[config.mk]
export PLATFORM = sky130hd
export DESIGN_NAME = rgb565_hsl_color_classifier_unit
export DESIGN_NICKNAME = d
export VERILOG_FILES = /design/src/sv/hslcc_pkg.sv /design/src/sv/hslcc_front.sv /design/src/sv/hslcc_div_stage.sv /design/src/sv/hslcc_back.sv /design/src/sv/rgb565_hsl_color_classifier_unit.sv
export SDC_FILE = /design/constraint.sdc
export NUM_CORES = 1
export LEC_CHECK = 0
export BUFFER_PORTS_ARGS = -buffer_cell sky130_fd_sc_hd__clkbuf_2
export CAP_MARGIN = 20
export CORE_ASPECT_RATIO = 0.6
export CORE_MARGIN = 3
export CORE_UTILIZATION = 50
export CTS_CLUSTER_SIZE = 40
export DETAILED_ROUTE_END_ITERATION = 10
export GPL_ROUTABILITY_DRIVEN = 0
export GPL_TIMING_DRIVEN = 0
export PLACE_DENSITY = 0.65
export SYNTH_ARGS = -nofsm -noshare
export SYNTH_HDL_FRONTEND = slang
export SYNTH_SLANG_ARGS = --single-unit
[constraint.sdc]
create_clock -name clk -period 9.6 [get_ports clk]
set_input_delay 0.96 -clock clk [delete_from_list [all_inputs] [get_ports clk]]
set_output_delay 0.96 -clock clk [all_outputs]
set_load 0.03 [all_outputs]
[src/sv/hslcc_pkg.sv]
// Shared types and constants for the RGB565 to HSL color classifier.
package hslcc_pkg;

    // Configuration register map
    localparam int CFG_IDX_W  = 3;
    localparam int CFG_DATA_W = 8;

    localparam logic [CFG_IDX_W-1:0] CFG_HUE_LOW  = 3'd0;
    localparam logic [CFG_IDX_W-1:0] CFG_HUE_HIGH = 3'd1;
    localparam logic [CFG_IDX_W-1:0] CFG_SAT_LOW  = 3'd2;
    localparam logic [CFG_IDX_W-1:0] CFG_SAT_HIGH = 3'd3;
    localparam logic [CFG_IDX_W-1:0] CFG_LUM_LOW  = 3'd4;
    localparam logic [CFG_IDX_W-1:0] CFG_LUM_HIGH = 3'd5;

    localparam logic [7:0] HUE_LOW_RST  = 8'd173;
    localparam logic [7:0] HUE_HIGH_RST = 8'd240;
    localparam logic [7:0] SAT_LOW_RST  = 8'd160;
    localparam logic [7:0] SAT_HIGH_RST = 8'd240;
    localparam logic [7:0] LUM_LOW_RST  = 8'd78;
    localparam logic [7:0] LUM_HIGH_RST = 8'd178;

    // Channel that holds the maximum, in priority order red, green, blue
    localparam logic [1:0] CHAN_RED   = 2'd0;
    localparam logic [1:0] CHAN_GREEN = 2'd1;
    localparam logic [1:0] CHAN_BLUE  = 2'd2;

    // Saturation result selection
    localparam logic [1:0] SAT_ZERO = 2'd0;
    localparam logic [1:0] SAT_FULL = 2'd1;
    localparam logic [1:0] SAT_DIV  = 2'd2;

    localparam logic [7:0] SCALE_MAX      = 8'd240;
    localparam logic [7:0] HUE_BASE_GREEN = 8'd80;
    localparam logic [7:0] HUE_BASE_BLUE  = 8'd160;

    // lum = floor(sum * 8 / 17); these sums bound lum == 0 and lum <= 120
    localparam logic [8:0] SUM_LUM_ZERO_MAX = 9'd2;
    localparam logic [8:0] SUM_LUM_LOW_MAX  = 9'd257;
    localparam logic [8:0] SUM_SAT_PEAK     = 9'd480;

    // floor(x / 17) = (x * 3856) >> 16 for x < 4096; x = 8 * sum folded in
    localparam logic [14:0] LUM_RECIP = 15'd30848;

    // Restoring divider: one quotient bit per stage
    localparam int DIV_STAGES = 8;
    localparam int QUO_W      = 8;

    typedef struct packed {
        logic [7:0] hue_low;
        logic [7:0] hue_high;
        logic [7:0] sat_low;
        logic [7:0] sat_high;
        logic [7:0] lum_low;
        logic [7:0] lum_high;
    } cfg_t;

    typedef struct packed {
        logic [15:0]      rem;
        logic [8:0]       den;
        logic [QUO_W-1:0] quo;
    } div_lane_t;

    typedef struct packed {
        logic       grey;
        logic [1:0] hue_chan;
        logic       hue_neg;
        logic [1:0] sat_mode;
        logic       sat_ovf;
        logic [7:0] lum;
        div_lane_t  hue;
        div_lane_t  sat;
    } pipe_t;

endpackage

[src/sv/hslcc_front.sv]
// Front end: byte swap, unpack, min/max, then divider operand setup.
module hslcc_front
    import hslcc_pkg::*;
(
    input  logic        clk,
    input  logic        rst_n,
    input  logic        in_valid,
    input  logic [15:0] pixel_word,
    output logic        out_valid,
    output pipe_t       out_data
);

    typedef struct packed {
        logic [7:0] d;
        logic [8:0] sum;
        logic [1:0] chan;
        logic [8:0] diff;
    } front_a_t;

    logic [15:0] swapped;
    logic [7:0]  red;
    logic [7:0]  green;
    logic [7:0]  blue;
    logic [7:0]  max_val;
    logic [7:0]  min_val;
    front_a_t    a_next;
    front_a_t    a_reg;
    logic        a_valid_reg;

    logic [7:0]  hue_abs;
    logic [15:0] hue_num;
    logic [15:0] sat_num;
    logic [9:0]  den_hi;
    logic [8:0]  sat_den;
    logic [23:0] lum_prod;
    pipe_t       b_next;
    pipe_t       b_reg;
    logic        b_valid_reg;

    // Swap bytes and left-align each channel to 8 bits
    always_comb
    begin
        swapped = {pixel_word[7:0], pixel_word[15:8]};
        red     = {swapped[15:11], 3'b000};
        green   = {swapped[10:5], 2'b00};
        blue    = {swapped[4:0], 3'b000};
    end

    // Find max, min and the hue channel
    always_comb
    begin
        max_val = red;
        if (green > max_val)
        begin
            max_val = green;
        end
        if (blue > max_val)
        begin
            max_val = blue;
        end
        min_val = red;
        if (green < min_val)
        begin
            min_val = green;
        end
        if (blue < min_val)
        begin
            min_val = blue;
        end

        a_next.d   = max_val - min_val;
        a_next.sum = {1'b0, max_val} + {1'b0, min_val};
        if (max_val == red)
        begin
            a_next.chan = CHAN_RED;
            a_next.diff = {1'b0, green} - {1'b0, blue};
        end
        else if (max_val == green)
        begin
            a_next.chan = CHAN_GREEN;
            a_next.diff = {1'b0, blue} - {1'b0, red};
        end
        else
        begin
            a_next.chan = CHAN_BLUE;
            a_next.diff = {1'b0, red} - {1'b0, green};
        end
    end

    // Stage A valid
    always_ff @(posedge clk or negedge rst_n)
    begin
        if (!rst_n)
        begin
            a_valid_reg <= 1'b0;
        end
        else
        begin
            a_valid_reg <= in_valid;
        end
    end

    // Stage A payload
    always_ff @(posedge clk)
    begin
        if (in_valid)
        begin
            a_reg <= a_next;
        end
    end

    // Build divider operands, saturation mode and luminance
    always_comb
    begin
        hue_abs  = a_reg.diff[8] ? 8'(~a_reg.diff + 9'd1) : a_reg.diff[7:0];
        hue_num  = {3'b000, hue_abs, 5'b00000} + {5'b00000, hue_abs, 3'b000};
        sat_num  = {a_reg.d, 8'h00} - {4'h0, a_reg.d, 4'h0};
        den_hi   = {1'b0, SUM_SAT_PEAK} - {1'b0, a_reg.sum};
        lum_prod = {15'd0, a_reg.sum} * {9'd0, LUM_RECIP};

        sat_den         = a_reg.sum;
        b_next.sat_mode = SAT_DIV;
        if (a_reg.d == 8'd0 || a_reg.sum <= SUM_LUM_ZERO_MAX)
        begin
            b_next.sat_mode = SAT_ZERO;
        end
        else if (a_reg.sum <= SUM_LUM_LOW_MAX)
        begin
            sat_den = a_reg.sum;
        end
        else if (a_reg.sum == SUM_SAT_PEAK)
        begin
            b_next.sat_mode = SAT_FULL;
        end
        else if (a_reg.sum > SUM_SAT_PEAK)
        begin
            // negative denominator: quotient clamps to zero
            b_next.sat_mode = SAT_ZERO;
        end
        else
        begin
            sat_den = den_hi[8:0];
        end

        b_next.grey     = (a_reg.d == 8'd0);
        b_next.hue_chan = a_reg.chan;
        b_next.hue_neg  = a_reg.diff[8];
        b_next.sat_ovf  = ({1'b0, sat_num} >= {sat_den, 8'h00});
        b_next.lum      = lum_prod[23:16];
        b_next.hue.rem  = hue_num;
        b_next.hue.den  = {1'b0, a_reg.d};
        b_next.hue.quo  = '0;
        b_next.sat.rem  = sat_num;
        b_next.sat.den  = sat_den;
        b_next.sat.quo  = '0;
    end

    // Stage B valid
    always_ff @(posedge clk or negedge rst_n)
    begin
        if (!rst_n)
        begin
            b_valid_reg <= 1'b0;
        end
        else
        begin
            b_valid_reg <= a_valid_reg;
        end
    end

    // Stage B payload
    always_ff @(posedge clk)
    begin
        if (a_valid_reg)
        begin
            b_reg <= b_next;
        end
    end

    assign out_valid = b_valid_reg;
    assign out_data  = b_reg;

endmodule

[src/sv/hslcc_div_stage.sv]
// One restoring-division step for the hue and saturation lanes.
module hslcc_div_stage
    import hslcc_pkg::*;
#(
    parameter int BIT = 0
)
(
    input  logic  clk,
    input  logic  rst_n,
    input  logic  in_valid,
    input  pipe_t in_data,
    output logic  out_valid,
    output pipe_t out_data
);

    pipe_t stage_next;
    pipe_t stage_reg;
    logic  valid_reg;

    // Subtract the shifted divisor when it fits and set this quotient bit
    function automatic div_lane_t div_step(input div_lane_t lane);
        div_lane_t   res;
        logic [16:0] trial;
        logic [16:0] rem_ext;
        res     = lane;
        trial   = {8'd0, lane.den} << BIT;
        rem_ext = {1'b0, lane.rem};
        if (rem_ext >= trial)
        begin
            res.rem      = lane.rem - trial[15:0];
            res.quo[BIT] = 1'b1;
        end
        return res;
    endfunction

    always_comb
    begin
        stage_next     = in_data;
        stage_next.hue = div_step(in_data.hue);
        stage_next.sat = div_step(in_data.sat);
    end

    // Advance valid
    always_ff @(posedge clk or negedge rst_n)
    begin
        if (!rst_n)
        begin
            valid_reg <= 1'b0;
        end
        else
        begin
            valid_reg <= in_valid;
        end
    end

    // Hold payload
    always_ff @(posedge clk)
    begin
        if (in_valid)
        begin
            stage_reg <= stage_next;
        end
    end

    assign out_valid = valid_reg;
    assign out_data  = stage_reg;

endmodule

[src/sv/hslcc_back.sv]
// Back end: compose hue, select saturation, window test, output register.
module hslcc_back
    import hslcc_pkg::*;
(
    input  logic       clk,
    input  logic       rst_n,
    input  logic       in_valid,
    input  pipe_t      in_data,
    input  cfg_t       cfg,
    output logic       done,
    output logic [7:0] hue_out,
    output logic [7:0] sat_out,
    output logic [7:0] lum_out,
    output logic       in_window
);

    logic [7:0] hue_base;
    logic [8:0] hue_sum;
    logic [7:0] hue_val;
    logic [7:0] sat_val;
    logic       win_next;
    logic       done_reg;
    logic [7:0] hue_reg;
    logic [7:0] sat_reg;
    logic [7:0] lum_reg;
    logic       win_reg;

    // Offset the hue quotient from the sector base
    always_comb
    begin
        case (in_data.hue_chan)
            CHAN_RED:   hue_base = in_data.hue_neg ? SCALE_MAX : 8'd0;
            CHAN_GREEN: hue_base = HUE_BASE_GREEN;
            default:    hue_base = HUE_BASE_BLUE;
        endcase
        if (in_data.hue_neg)
        begin
            hue_sum = {1'b0, hue_base} - {1'b0, in_data.hue.quo};
        end
        else
        begin
            hue_sum = {1'b0, hue_base} + {1'b0, in_data.hue.quo};
        end
        hue_val = in_data.grey ? 8'd0 : hue_sum[7:0];
    end

    // Select saturation and clamp overflow
    always_comb
    begin
        case (in_data.sat_mode)
            SAT_FULL: sat_val = SCALE_MAX;
            SAT_DIV:  sat_val = (in_data.sat_ovf || in_data.sat.quo > SCALE_MAX) ?
                                SCALE_MAX : in_data.sat.quo;
            default:  sat_val = 8'd0;
        endcase
    end

    // Test all three against the inclusive bounds
    always_comb
    begin
        win_next = (hue_val >= cfg.hue_low) && (hue_val <= cfg.hue_high) &&
                   (sat_val >= cfg.sat_low) && (sat_val <= cfg.sat_high) &&
                   (in_data.lum >= cfg.lum_low) && (in_data.lum <= cfg.lum_high);
    end

    // Strobe one cycle per item
    always_ff @(posedge clk or negedge rst_n)
    begin
        if (!rst_n)
        begin
            done_reg <= 1'b0;
        end
        else
        begin
            done_reg <= in_valid;
        end
    end

    // Hold result payload
    always_ff @(posedge clk)
    begin
        if (in_valid)
        begin
            hue_reg <= hue_val;
            sat_reg <= sat_val;
            lum_reg <= in_data.lum;
            win_reg <= win_next;
        end
    end

    assign done      = done_reg;
    assign hue_out   = hue_reg;
    assign sat_out   = sat_reg;
    assign lum_out   = lum_reg;
    assign in_window = win_reg;

endmodule

[src/sv/rgb565_hsl_color_classifier_unit.sv]
// Each accepted start yields one done strobe once its result reaches the output register.
// Throughput: one item per cycle; two front stages, an eight-stage restoring
// divider (one quotient bit per stage) and an output register set the depth.
// busy stays low: the pipeline never stalls; the receiver must take every result, not enforced by the block.
// Reset clears all valid bits and loads the window registers with their defaults.
module rgb565_hsl_color_classifier_unit
    import hslcc_pkg::*;
(
    input  logic                  clk,
    input  logic                  rst_n,
    input  logic                  start,
    output logic                  busy,
    input  logic [15:0]           pixel_word,
    input  logic                  cfg_wr_en,
    input  logic [CFG_IDX_W-1:0]  cfg_index,
    input  logic [CFG_DATA_W-1:0] cfg_data,
    output logic                  done,
    output logic [7:0]            hue_out,
    output logic [7:0]            sat_out,
    output logic [7:0]            lum_out,
    output logic                  in_window
);

    cfg_t  cfg_reg;
    cfg_t  cfg_next;
    logic  accept;
    logic  div_valid [0:DIV_STAGES];
    pipe_t div_data  [0:DIV_STAGES];

    assign busy   = 1'b0;
    assign accept = start && !busy;

    // Decode configuration writes; unknown indexes drop
    always_comb
    begin
        cfg_next = cfg_reg;
        if (cfg_wr_en)
        begin
            unique case (cfg_index)
                CFG_HUE_LOW:  cfg_next.hue_low  = cfg_data;
                CFG_HUE_HIGH: cfg_next.hue_high = cfg_data;
                CFG_SAT_LOW:  cfg_next.sat_low  = cfg_data;
                CFG_SAT_HIGH: cfg_next.sat_high = cfg_data;
                CFG_LUM_LOW:  cfg_next.lum_low  = cfg_data;
                CFG_LUM_HIGH: cfg_next.lum_high = cfg_data;
                default:      cfg_next = cfg_reg;
            endcase
        end
    end

    // Hold window registers
    always_ff @(posedge clk or negedge rst_n)
    begin
        if (!rst_n)
        begin
            cfg_reg.hue_low  <= HUE_LOW_RST;
            cfg_reg.hue_high <= HUE_HIGH_RST;
            cfg_reg.sat_low  <= SAT_LOW_RST;
            cfg_reg.sat_high <= SAT_HIGH_RST;
            cfg_reg.lum_low  <= LUM_LOW_RST;
            cfg_reg.lum_high <= LUM_HIGH_RST;
        end
        else
        begin
            cfg_reg <= cfg_next;
        end
    end

    hslcc_front u_front (
        .clk        (clk),
        .rst_n      (rst_n),
        .in_valid   (accept),
        .pixel_word (pixel_word),
        .out_valid  (div_valid[0]),
        .out_data   (div_data[0])
    );

    // Divider chain, quotient MSB first
    for (genvar s = 0; s < DIV_STAGES; s++)
    begin : g_div
        hslcc_div_stage #(
            .BIT (DIV_STAGES - 1 - s)
        ) u_stage (
            .clk       (clk),
            .rst_n     (rst_n),
            .in_valid  (div_valid[s]),
            .in_data   (div_data[s]),
            .out_valid (div_valid[s+1]),
            .out_data  (div_data[s+1])
        );
    end

    hslcc_back u_back (
        .clk       (clk),
        .rst_n     (rst_n),
        .in_valid  (div_valid[DIV_STAGES]),
        .in_data   (div_data[DIV_STAGES]),
        .cfg       (cfg_reg),
        .done      (done),
        .hue_out   (hue_out),
        .sat_out   (sat_out),
        .lum_out   (lum_out),
        .in_window (in_window)
    );

endmodule

==> results.py <==
metrics = {
    "power": {
        "switching_share_pct": 33.1,
        "clkPwrFrac_pct": 22.8,
        "p_int_uw": 6290,
        "worst_ir_drop_vdd_mv": 0.253,
        "power.density_nw_per_um2": 290,
        "seq_power_share_pct": 41.8,
        "p_leak_uw": 0.0130,
        "pwr-share-comb_pct": 35.4,
        "total_power_uw": 9410,
        "p_switching_uw": 3110,
    },
    "global_route": {
        "grt_max_degree": 69,
        "antenna_found_initial": 1,
        "gr-total-overflow": 0,
        "grtUsageTotal_pct": 18.0,
        "grt_pass1_vias": 17400,
        "grt_pass1_wl_um": 90100,
    },
    "flow_run": {
        "maxCapViolations": 0,
    },
    "setup_path": {
        "setup.worst_path.start_class": "primary input",
        "cp_max_fo": 10,
        "required_ns": 9.94,
        "cp-end-kind": "flip-flop",
        "reg2reg_depth": 15,
        "regToRegSetupSlack_ns": 5.31,
        "r2r-end": "u_front.out_data[73]",
        "regToRegStartpoint": "u_front.a_reg[13]",
        "critPathKind": "in2reg",
        "cp_data_arrival_time_ns": 5.46,
    },
    "floorplanning": {
        "core.rowCount": 67,
        "chipWidth_um": 318,
        "chipHeight_um": 193,
        "coreArea_um2": 56800,
        "ios": 58,
        "die-area_um2": 61400,
        "initial_core_util_pct": 51.4,
    },
    "cells_and_area": {
        "utilization_pct": 57.2,
        "area_growth_pct": 11.1,
        "largest_register_ffs": 428,
        "n_antenna_cell": 0,
        "nets": 2759,
        "drive_gt1_share_pct": 9.77,
    },
    "clock_network": {
        "clk_pin_slew_ns": 0.07,
        "cts_resized": 0,
        "ctsHtreeMaxLevel": 2,
        "insertion_delay_ns": 0.61,
        "hold_buffers": 0,
        "cts_tree": "built",
        "cts_buffer_depth": 3,
        "cts_setup_buffers": 0,
        "cts_buffers": 52,
        "cts.sinks": 579,
        "cts-root-buf": "clkbuf_16",
    },
    "timing": {
        "final_max_slew_viol_count": 0,
        "finClkSkew_ns": 0.0348,
        "setup-violations-final": 0,
        "hold_viol": 0,
        "setup_tns_ns": 0,
        "relSlewSlack_pct": 37.3,
        "max_freq_mhz": 195,
        "fin_crit_ns": 5.12,
        "grt_setup_unrepaired": "no",
        "worst_slew_pin_slew_ns": 0.928,
        "finalCritPeriodShare_pct": 53.3,
        "timing.hold.ws_ns": 0.384,
    },
    "worst_hold_path": {
        "min_from": "g_div[0].u_stage.out_data[7]",
        "min_path_cells": 0,
        "whs_endpoint": "g_div[1].u_stage.out_data[7]",
        "worst_hold_path_type": "reg2reg",
    },
    "outcome": {
        "status": "complete, no violations",
    },
    "drt": {
        "post_drt_wl_per_cell_um": 16.6,
        "drtPass1Iterations": 5,
        "routed_wl_um": 53900,
        "drtAntennaViolNets": 0,
        "vias": 17500,
        "drt_iter0_markers": 1318,
        "via_per_inst": 5.38,
        "drc": 0,
    },
    "yosys": {
        "synth_top_flop_cell": "edfxtp_1",
        "syn_avg_cell_area_um2": 12.6,
        "synthCells": 2325,
        "yosys-top-cells-count": "edfxtp_1 (520), inv_1 (276), ha_1 (249)",
        "synth_largest_area_cell": "edfxtp_1",
        "ys_types": 81,
        "synth-async-reset-ratio_pct": 10.2,
        "yosysTopAreaCellShare_pct": 53.5,
        "ys_ff_latch": 579,
        "synth_edf_count": 520,
        "synth_most_common_cell": "edfxtp_1",
        "synth_area_leaders": "edfxtp_1 (53%), ha_1 (11%), inv_1 (3.5%)",
        "synth_area_um2": 29200,
        "ys_seq_area_share_pct": 58.6,
        "synth_warnings": 0,
    },
    "placed_design": {
        "io_buffer_count": 56,
        "hpwl_um": 39900,
    },
}
placed cells by master (no fill, tap or decap), drive strengths merged, types with 15 or more instances in the layout:
cell type	instances
a21boi	18
o21a	22
nand2b	42
edfxtp	520
mux2	41
nor2b	42
ha	249
o21ai	157
dfstp	23
inv	279
buf	17
xor2	48
nand3	31
nor2	140
dfrtp	36
nand4	20
o21bai	15
clkinv	19
fa	32
xnor2	93
nor3	44
nand2	122
clkbuf	135
a21oi	127
o31ai	16
a21o	31
logic make-up after synthesis:
family                   synth area share (%)
multiplexers                             2.03
AO/OA/AOI/OAI                            9.39
XOR/XNOR                                 4.31
buffers and inverters                    4.01
adder cells (fa/ha/maj)                  12.9
AND/OR/NAND/NOR                          8.76
flip-flops                               58.6
other                                  0.0128
stage by stage:
stage          instances  worst slack, ns  cell area (um^2)
6_report            3247             4.48             32400
5_1_grt             3247             4.15             32400
4_1_cts             3245             4.50             32400
3_5_place_dp        3150             3.88             30600
3_3_place_gp        3141             3.96             30400
2_1_floorplan       2326             4.66             29200
how the worst max path moves through the flow:
stage	start	endpoint	slack, ns	cells after the start
after floorplan	pixel_word[15]	u_front.a_reg[19]	4.66	24
after global placement	pixel_word[15]	u_front.a_reg[19]	3.96	25
after detailed placement	pixel_word[15]	u_front.a_reg[19]	3.88	25
after CTS	pixel_word[15]	u_front.a_reg[19]	4.50	25
after global routing	pixel_word[15]	u_front.a_reg[19]	4.15	25
final	pixel_word[15]	u_front.a_reg[19]	4.48	25
critical path, stage by stage:
cell and delay (ns):
clkbuf_2 0.14, inv_1 0.22, ha_1 0.34, o211ai_2 0.20, a21oi_2 0.07, o31a_1 0.29
buf_6 0.15, o21ai_2 0.09, buf_1 0.34, nor2_1 0.07, a21oi_1 0.21, ha_1 0.27
o21ai_0 0.09, a21oi_1 0.11, o41a_1 0.31, buf_2 0.21, nor3b_1 0.19, ha_1 0.22
inv_1 0.07, fa_1 0.21, nor2_1 0.06, o21ai_0 0.17, nand2b_1 0.11, a21o_1 0.19
a21o_1 0.18
area by class of cell:
type | instances | area [um^2]
tap | 759 | 950
timing repair buffer | 67 | 488
multi-input combinational | 1443 | 10900
buffer | 28 | 134
inverter | 276 | 1040
sequential | 579 | 17100
clock inverter | 38 | 457
fill | 4478 | 24300
clock buffer | 57 | 1330
layer usage:
metal / track usage (%) / share of wire, % / vias to the layer above
li1: - / - / 8606
met1: 27.6 / 51 / 8291
met2: 26.7 / 42 / 461
met3: 2.80 / 5.5 / 97
met4: 4.63 / 2.1 / 0
met5: 0 / 0 / -
power groups by stage:
stage / Sequential (uW) / Combinational, uW / Clock [uW]
after floorplan: 3870 / 2610 / 0
after global placement: 3990 / 3150 / 0
after detailed placement: 3980 / 3300 / 0
after CTS: 3940 / 3330 / 2210
after global routing: 4000 / 3830 / 2320
final: 3930 / 3330 / 2140
Power figures use the tool's default switching activity.
